===== config.mk =====
export PLATFORM = sky130hd
export DESIGN_NAME = motor_reply_frame_parser
export DESIGN_NICKNAME = d
export VERILOG_FILES = /design/src/hdl/mrfp_pkg.sv /design/src/hdl/mrfp_front.sv /design/src/hdl/mrfp_queue.sv /design/src/hdl/mrfp_back.sv /design/src/hdl/motor_reply_frame_parser.sv
export SDC_FILE = /design/constraint.sdc
export NUM_CORES = 1
export LEC_CHECK = 0
export CORE_ASPECT_RATIO = 0.75
export CORE_UTILIZATION = 40
export DETAILED_ROUTE_END_ITERATION = 8
export DONT_BUFFER_PORTS = 1
export GPL_ROUTABILITY_DRIVEN = 1
export SYNTH_ARGS = -nofsm -noshare
export SYNTH_HDL_FRONTEND = slang
export SYNTH_SLANG_ARGS = --single-unit

===== constraint.sdc =====
create_clock -name clk -period 10.96 [get_ports clk]
set_clock_uncertainty 0.2 [all_clocks]
set_input_delay 0.548 -clock clk [delete_from_list [all_inputs] [get_ports clk]]
set_output_delay 0.548 -clock clk [all_outputs]
set_load 0.01 [all_outputs]

===== src/hdl/mrfp_pkg.sv =====
`timescale 1ns / 1ps

package mrfp_pkg;

    localparam logic [7:0] START_MARK  = 8'h24;
    localparam logic [7:0] TAIL_MARK   = 8'hFE;
    localparam logic [7:0] DEV_IR      = 8'h02;
    localparam logic [7:0] DEV_ZOOM    = 8'h03;
    localparam logic [7:0] DEV_FOCUS   = 8'h04;
    localparam logic [7:0] DEV_SHUTTER = 8'h06;
    localparam int unsigned MOVE_LEN   = 10;

    localparam int unsigned INDEX_W    = 4;
    localparam logic [INDEX_W-1:0] INDEX_MAX       = 4'd15;
    localparam logic [INDEX_W-1:0] MOVE_LAST_INDEX = INDEX_W'(MOVE_LEN - 1);
    localparam logic [INDEX_W-1:0] IDX_START       = 4'd0;
    localparam logic [INDEX_W-1:0] IDX_DEVICE      = 4'd1;
    localparam logic [INDEX_W-1:0] IDX_POS0        = 4'd4;
    localparam logic [INDEX_W-1:0] IDX_POS1        = 4'd5;
    localparam logic [INDEX_W-1:0] IDX_POS2        = 4'd6;
    localparam logic [INDEX_W-1:0] IDX_POS3        = 4'd7;
    localparam logic [INDEX_W-1:0] IDX_TAIL        = 4'd8;

    localparam int unsigned NUM_AXES = 3;
    localparam int unsigned AXIS_W   = $clog2(NUM_AXES);

    localparam logic [2:0] ST_MOVE_OK     = 3'd0;
    localparam logic [2:0] ST_SHUTTER_OK  = 3'd1;
    localparam logic [2:0] ST_BAD_START   = 3'd2;
    localparam logic [2:0] ST_UNKNOWN_DEV = 3'd3;
    localparam logic [2:0] ST_BAD_LENGTH  = 3'd4;
    localparam logic [2:0] ST_BAD_TAIL    = 3'd5;
    localparam logic [2:0] ST_BAD_CSUM    = 3'd6;

    typedef struct packed {
        logic [7:0] rx_byte;
        logic       frame_end;
    } request_t;

    typedef struct packed {
        logic [2:0]         status;
        logic [7:0]         device_id;
        logic signed [31:0] reported_position;
        logic signed [31:0] ir_position;
    } result_t;

    typedef struct packed {
        logic [2:0]         status;
        logic [7:0]         device;
        logic signed [31:0] position;
    } frame_t;

endpackage


===== src/hdl/mrfp_front.sv =====
`timescale 1ns / 1ps

module mrfp_front (
    input  logic                clk,
    input  logic                rst_n,
    input  mrfp_pkg::request_t  request,
    input  logic                take,
    output logic                frame_valid,
    output mrfp_pkg::frame_t    frame
);

    logic [mrfp_pkg::INDEX_W-1:0] byte_index_reg, byte_index_next;
    logic [7:0]  xor_reg, xor_next;
    logic [7:0]  start_reg, start_next;
    logic [7:0]  device_reg, device_next;
    logic [7:0]  tail_reg, tail_next;
    logic [31:0] pos_reg, pos_next;

    logic [7:0]  start_c, device_c, tail_c, xor_c;
    logic [31:0] pos_c;
    logic [2:0]  status_c;
    logic        last;

    assign last = take && request.frame_end;

    always_comb
    begin
        start_c  = (byte_index_reg == mrfp_pkg::IDX_START)  ? request.rx_byte : start_reg;
        device_c = (byte_index_reg == mrfp_pkg::IDX_DEVICE) ? request.rx_byte : device_reg;
        tail_c   = (byte_index_reg == mrfp_pkg::IDX_TAIL)   ? request.rx_byte : tail_reg;
        xor_c    = (byte_index_reg <= mrfp_pkg::IDX_TAIL) ? (xor_reg ^ request.rx_byte)
                                                            : xor_reg;
        pos_c    = pos_reg;
        case (byte_index_reg)
            mrfp_pkg::IDX_POS0: pos_c[7:0]   = request.rx_byte;
            mrfp_pkg::IDX_POS1: pos_c[15:8]  = request.rx_byte;
            mrfp_pkg::IDX_POS2: pos_c[23:16] = request.rx_byte;
            mrfp_pkg::IDX_POS3: pos_c[31:24] = request.rx_byte;
            default:            pos_c        = pos_reg;
        endcase
    end

    always_comb
    begin
        if (start_c != mrfp_pkg::START_MARK)
        begin
            status_c = mrfp_pkg::ST_BAD_START;
        end
        else if (device_c inside {mrfp_pkg::DEV_IR, mrfp_pkg::DEV_ZOOM, mrfp_pkg::DEV_FOCUS})
        begin
            if (byte_index_reg != mrfp_pkg::MOVE_LAST_INDEX)
                status_c = mrfp_pkg::ST_BAD_LENGTH;
            else if (tail_c != mrfp_pkg::TAIL_MARK)
                status_c = mrfp_pkg::ST_BAD_TAIL;
            else if (request.rx_byte != xor_reg)
                status_c = mrfp_pkg::ST_BAD_CSUM;
            else
                status_c = mrfp_pkg::ST_MOVE_OK;
        end
        else if (device_c == mrfp_pkg::DEV_SHUTTER)
        begin
            status_c = mrfp_pkg::ST_SHUTTER_OK;
        end
        else
        begin
            status_c = mrfp_pkg::ST_UNKNOWN_DEV;
        end
    end

    assign frame_valid    = last;
    assign frame.status   = status_c;
    assign frame.device   = device_c;
    assign frame.position = pos_c;

    always_comb
    begin
        byte_index_next = byte_index_reg;
        xor_next        = xor_reg;
        start_next      = start_reg;
        device_next     = device_reg;
        tail_next       = tail_reg;
        pos_next        = pos_reg;
        if (last)
        begin
            byte_index_next = '0;
            xor_next        = '0;
            start_next      = '0;
            device_next     = '0;
            tail_next       = '0;
            pos_next        = '0;
        end
        else if (take)
        begin
            if (byte_index_reg != mrfp_pkg::INDEX_MAX)
                byte_index_next = byte_index_reg + 4'd1;
            xor_next    = xor_c;
            start_next  = start_c;
            device_next = device_c;
            tail_next   = tail_c;
            pos_next    = pos_c;
        end
    end

    always_ff @(posedge clk or negedge rst_n)
    begin
        if (!rst_n)
        begin
            byte_index_reg <= '0;
            xor_reg        <= '0;
            start_reg      <= '0;
            device_reg     <= '0;
            tail_reg       <= '0;
            pos_reg        <= '0;
        end
        else
        begin
            byte_index_reg <= byte_index_next;
            xor_reg        <= xor_next;
            start_reg      <= start_next;
            device_reg     <= device_next;
            tail_reg       <= tail_next;
            pos_reg        <= pos_next;
        end
    end

    a_clear_after_last: assert property (@(posedge clk) disable iff (!rst_n)
        last |=> (byte_index_reg == '0) && (xor_reg == '0) && (start_reg == '0))
        else $error("frame state not cleared after last byte");

    a_index_hold: assert property (@(posedge clk) disable iff (!rst_n)
        !take |=> $stable(byte_index_reg))
        else $error("byte count moved without a request");

endmodule


===== src/hdl/mrfp_queue.sv =====
`timescale 1ns / 1ps

module mrfp_queue (
    input  logic              clk,
    input  logic              rst_n,
    input  logic              push,
    input  mrfp_pkg::frame_t  wr_data,
    output logic              full,
    input  logic              pop,
    output logic              empty,
    output mrfp_pkg::frame_t  rd_data
);

    mrfp_pkg::frame_t slot_reg [2];
    logic       wr_ptr_reg, wr_ptr_next;
    logic       rd_ptr_reg, rd_ptr_next;
    logic [1:0] count_reg, count_next;
    logic       do_push, do_pop;

    assign full    = (count_reg == 2'd2);
    assign empty   = (count_reg == 2'd0);
    assign do_push = push && !full;
    assign do_pop  = pop && !empty;
    assign rd_data = slot_reg[rd_ptr_reg];

    always_comb
    begin
        wr_ptr_next = do_push ? ~wr_ptr_reg : wr_ptr_reg;
        rd_ptr_next = do_pop ? ~rd_ptr_reg : rd_ptr_reg;
        count_next  = count_reg + {1'b0, do_push} - {1'b0, do_pop};
    end

    always_ff @(posedge clk)
    begin
        if (do_push)
            slot_reg[wr_ptr_reg] <= wr_data;
    end

    always_ff @(posedge clk or negedge rst_n)
    begin
        if (!rst_n)
        begin
            wr_ptr_reg <= 1'b0;
            rd_ptr_reg <= 1'b0;
            count_reg  <= 2'd0;
        end
        else
        begin
            wr_ptr_reg <= wr_ptr_next;
            rd_ptr_reg <= rd_ptr_next;
            count_reg  <= count_next;
        end
    end

    a_count_ptrs: assert property (@(posedge clk) disable iff (!rst_n)
        (count_reg <= 2'd2) &&
        ((count_reg == 2'd1) == (wr_ptr_reg != rd_ptr_reg)))
        else $error("queue count and pointers disagree");

endmodule


===== src/hdl/mrfp_back.sv =====
`timescale 1ns / 1ps

module mrfp_back (
    input  logic               clk,
    input  logic               rst_n,
    input  logic               frame_empty,
    input  mrfp_pkg::frame_t   frame,
    output logic               frame_pop,
    output mrfp_pkg::result_t  result,
    output logic               empty,
    input  logic               pop
);

    logic signed [31:0] axis_reg [mrfp_pkg::NUM_AXES];
    mrfp_pkg::result_t  slot_reg [2];
    logic       wr_ptr_reg, wr_ptr_next;
    logic       rd_ptr_reg, rd_ptr_next;
    logic [1:0] count_reg, count_next;
    logic       take, do_pop, move_ok;
    logic [mrfp_pkg::AXIS_W-1:0] axis_idx;
    logic [7:0] axis_off;
    mrfp_pkg::result_t res_c;

    assign take      = !frame_empty && (count_reg != 2'd2);
    assign frame_pop = take;
    assign do_pop    = pop && (count_reg != 2'd0);
    assign empty     = (count_reg == 2'd0);
    assign result    = slot_reg[rd_ptr_reg];

    assign move_ok  = (frame.status == mrfp_pkg::ST_MOVE_OK);
    assign axis_off = frame.device - mrfp_pkg::DEV_IR;
    assign axis_idx = axis_off[mrfp_pkg::AXIS_W-1:0];

    always_comb
    begin
        res_c.status            = frame.status;
        res_c.device_id         = frame.device;
        res_c.reported_position = frame.position;
        res_c.ir_position       = (move_ok && (axis_idx == '0)) ? frame.position : axis_reg[0];
    end

    always_comb
    begin
        wr_ptr_next = take ? ~wr_ptr_reg : wr_ptr_reg;
        rd_ptr_next = do_pop ? ~rd_ptr_reg : rd_ptr_reg;
        count_next  = count_reg + {1'b0, take} - {1'b0, do_pop};
    end

    always_ff @(posedge clk)
    begin
        if (take)
            slot_reg[wr_ptr_reg] <= res_c;
    end

    always_ff @(posedge clk or negedge rst_n)
    begin
        if (!rst_n)
        begin
            for (int i = 0; i < mrfp_pkg::NUM_AXES; i++)
                axis_reg[i] <= '0;
            wr_ptr_reg <= 1'b0;
            rd_ptr_reg <= 1'b0;
            count_reg  <= 2'd0;
        end
        else
        begin
            if (take && move_ok)
                axis_reg[axis_idx] <= frame.position;
            wr_ptr_reg <= wr_ptr_next;
            rd_ptr_reg <= rd_ptr_next;
            count_reg  <= count_next;
        end
    end

    a_move_device: assert property (@(posedge clk) disable iff (!rst_n)
        (take && move_ok) |-> (frame.device == mrfp_pkg::DEV_IR ||
                               frame.device == mrfp_pkg::DEV_ZOOM ||
                               frame.device == mrfp_pkg::DEV_FOCUS))
        else $error("move ok for a non-axis device");

endmodule


===== src/hdl/motor_reply_frame_parser.sv =====
`timescale 1ns / 1ps

// Motor reply frame parser.
// Request channel: one reply byte per request (rx_byte, frame_end set on the
// last byte of a frame). A request is taken when push is high and full low.
// Result channel: one result per frame, on the byte marked frame_end. The
// oldest result sits on result while empty is low and leaves on pop.
// The front stage tracks the byte count, XOR and captured bytes and
// classifies the frame on its last byte in the same cycle; the record goes
// through a two-entry queue to the back stage, which updates the stored axis
// position and writes a two-entry result buffer.
// A result reaches the result ports through the frame queue register and then the result buffer register.
// Throughput: one byte per cycle, sustained, as long as results are drained.
// If pop stays low the result buffer fills, then the frame queue; full rises
// once the frame queue holds two records and requests stall until it drains.
// Reset clears the frame capture state, all stored axis positions and both
// queues.
module motor_reply_frame_parser (
    input  logic               clk,
    input  logic               rst_n,
    input  mrfp_pkg::request_t request,
    input  logic               push,
    output logic               full,
    output mrfp_pkg::result_t  result,
    output logic               empty,
    input  logic               pop
);

    logic             take;
    logic             frame_valid;
    mrfp_pkg::frame_t frame_in, frame_out;
    logic             q_full, q_empty, q_pop;

    assign full = q_full;
    assign take = push && !q_full;

    mrfp_front u_front (
        .clk         (clk),
        .rst_n       (rst_n),
        .request     (request),
        .take        (take),
        .frame_valid (frame_valid),
        .frame       (frame_in)
    );

    mrfp_queue u_queue (
        .clk     (clk),
        .rst_n   (rst_n),
        .push    (frame_valid),
        .wr_data (frame_in),
        .full    (q_full),
        .pop     (q_pop),
        .empty   (q_empty),
        .rd_data (frame_out)
    );

    mrfp_back u_back (
        .clk         (clk),
        .rst_n       (rst_n),
        .frame_empty (q_empty),
        .frame       (frame_out),
        .frame_pop   (q_pop),
        .result      (result),
        .empty       (empty),
        .pop         (pop)
    );

endmodule


==> out/metrics.yaml <==
status: "completed"
critPathMaxStageDelay_ns: 0.72
period_share_pct: 28.5
synth_top_area_share_pct: 48.9
setup_viol: 0
period_needed_ns: 3.12
arrival_ns: 2.37
dr_total_vias: 7923
totalPowerFinal_uw: 4820
reg2reg_depth: 5
synth-async-reset-ratio_pct: 31.4
p_clk_share_pct: 25.5
overflow: 0
grt_max_degree: 109
dr.pass1.iters: 5
hold_depth: 2
post_cts_buffers: 0
rrSetupSlack_ns: 7.99
wl_per_cell_um: 19.1
crit_path_max_fanout: 46
top_layer_used: "met4"
fin_nets: 1055
cts_tree: "built"
clock_path_buffers: 3
io_pins: 90
synth_top_cell_by_area: "edfxtp_1"
die_height_um: 167
yosys_most_used_dff: "edfxtp_1"
end_kind: "primary output"
combPwrFrac_pct: 28.1
syn_nets: 1066
slew_viol_final: 0
cp_slowest_cell: "dfrtp_4"
hold_violations: 0
met2_length_mm: 12.8
htreeDepth: 2
drive_gt1_share_pct: 20.1
tightest_slew_ns: 1.13
ys_warn_count: 0
postCtsResizedCells: 0
die_w_um: 222
clock-sinks: 344
fin_cells: 1520
grt_util_all_layers_pct: 15.9
worstPathRequired_ns: 10.21
drt_iter0_markers: 560
grt_pass1_vias: 7937
setup_tns_ns: 0
cts_buffers: 37
reg2reg_from: "u_back.count_reg[1]"
ctsRootBufferMaster: "clkbuf_16"
rsz0062_at_grt: "no"
hold_slack_ns: 0.0278
area_growth_pct: 11.3
ir_drop_v: 0.000153
synthDistinctLibCells: 53
synth_seq_cells: 344
hp-class: "input port to flip-flop"
synth_cells: 1045
swShare_pct: 32.3
powerDensity_nw_per_um2: 298
synth_area_leaders: "edfxtp_1 49%, dfrtp_1 19%, mux2_2 9.6%"
grt_first_pass_wirelength_mm: 46.5
clkLatencyLatePin_ns: 0.54
hp-start: "request[7]"
max_cap_viol_count: 0
diodes: 0
ant_nets: 0
avgSynthCellArea_um2: 13.9
seq_area_frac_synth_pct: 67.5
portBuffers: 0
synthesis.area_um2: 14500
fmax_ghz: 0.320
power_leakage_uw: 0.00613
placedCellCount: 1449
path_buf_inv: 1
crit_path_cell_trace: "buf_4, mux2_2"
cp_top_family: "flip-flops"
start_kind: "flip-flop"
wl_met3_mm: 1.41
wl_met1_mm: 14.2
rows: 59
dp_hpwl_mm: 17.2
clkTransAtPathRegs_ns: 0.06
power_frac_seq_pct: 46.4
drcViolationCount: 0
critical_path_class: "flip-flop to primary output"
postRouteWirelength_mm: 29.0
rr_endpoint: "u_back.slot_reg[1][29]"
whs_endpoint: "u_front.pos_reg[30]"
via_per_inst: 5.21
antenna_found_initial: 1
internal_power_uw: 3260
synth_edf_count: 236
start_util_pct: 41.2
switching_power_uw: 1560
dieArea_um2: 37000
core_um2: 35200
largest_register_ffs: 150
max_slew_margin_pct: 24.6
place_congestion: 0.756
[cells in the final DEF (no fill, tap or decap), drive strengths merged, types with 5 or more instances in the layout]
cell	synthesis	layout
nor2b	7	7
clkinv	0	13
edfxtp	236	236
inv	43	44
nor4	5	5
o21ai	125	125
ha	8	8
nand2b	5	5
clkbuf	25	51
xor2	9	9
mux2i	43	43
a22oi	47	47
dfrtp	108	108
xnor2	7	7
mux2	124	124
buf	36	10
nand2	145	145
nor2	28	28
a22o	8	8
[per-layer routing]
metal / vias up / track usage (%)
li1: 3788 / -
met1: 3918 / 23.1
met2: 171 / 24.2
met3: 46 / 3.30
met4: 0 / 4.47
met5: - / 0
[kinds of logic after synthesis]
group / count (synthesis) / share of synthesized area, %
flip-flops: 344 / 67.5
AND/OR/NAND/NOR: 210 / 6.84
AO/OA/AOI/OAI: 196 / 8.17
multiplexers: 167 / 12.6
buffers and inverters: 104 / 3.20
XOR/XNOR: 16 / 0.967
adder cells (fa/ha/maj): 8 / 0.691
[how the worst max path moves through the flow]
| stage | startpoint | end | cells past startpoint |
|---|---|---|---|
| 2_1_floorplan | u_back.count_reg[1] | u_back.slot_reg[0][0] | 4 |
| 3_5_place_dp | u_back.count_reg[1] | u_back.slot_reg[1][29] | 5 |
| 5_1_grt | u_back.rd_ptr_reg | result[47] | 2 |
| 6_report | u_back.rd_ptr_reg | result[47] | 2 |
| 4_1_cts | u_back.rd_ptr_reg | result[47] | 2 |
| 3_3_place_gp | u_back.count_reg[1] | u_back.slot_reg[1][29] | 5 |
[stage by stage]
stage / area [um2] / util [%] / setup WS, ns
after CTS: 16100 / 45.8 / 7.74
after global routing: 16100 / 45.8 / 7.72
after detailed placement: 14900 / 42.2 / 7.92
after floorplan: 14500 / - / 6.36
final: 16100 / 45.8 / 7.84
after global placement: 14900 / 42.2 / 7.96
[worst register-to-register path, stage by stage (launching register included)]
cell     delay, ns
dfrtp_1       0.40
inv_1         0.06
o22a_1        0.28
inv_1         0.20
nor2_4        0.72
buf_4         0.68
[power groups by stage]
stage / Sequential [uW] / Clock, uW / Combinational [uW]
detailed placement: 2260 / 0 / 1370
finish: 2230 / 1230 / 1360
floorplan: 2200 / 0 / 1090
CTS: 2240 / 1260 / 1390
global placement: 2240 / 0 / 1350
global route: 2290 / 1310 / 1500
[synth_stat cells (2+ instances only)]
master    number
nand3_1        3
clkbuf_1      25
nor2_1        23
nand2_2        4
o21ai_0      113
inv_1         43
mux2_2       124
a31oi_1        3
o211ai_2       2
buf_4          6
ha_1           8
nand2_1      141
buf_2         23
edfxtp_1     236
dfrtp_1      108
xnor2_1        7
a22o_1         8
nand2b_1       4
a21oi_1        3
buf_1          4
nor4b_1        2
o21ai_1       10
buf_6          3
nor2b_1        7
a22oi_1       47
nor3_1         2
nor2_4         4
o21ai_2        2
and3_1         4
xor2_1         9
nor4_1         3
mux2i_1       43
[area by class of cell]
cell class	instances	area, um2
multi-input cells	597	4290
inverters	43	161
flip-flops and latches	344	9790
repair buffers	11	118
fillers	3058	19100
clock buffers	51	1050
well taps	457	572
clock inverters	17	156
[timing repair]
action / in CTS / in global routing
setup endpoints to repair: 0 / 0
hold endpoints to repair: 167 / 0
hold buffers: 3 / 0
Note: power is estimated with default switching activity, not from simulation.
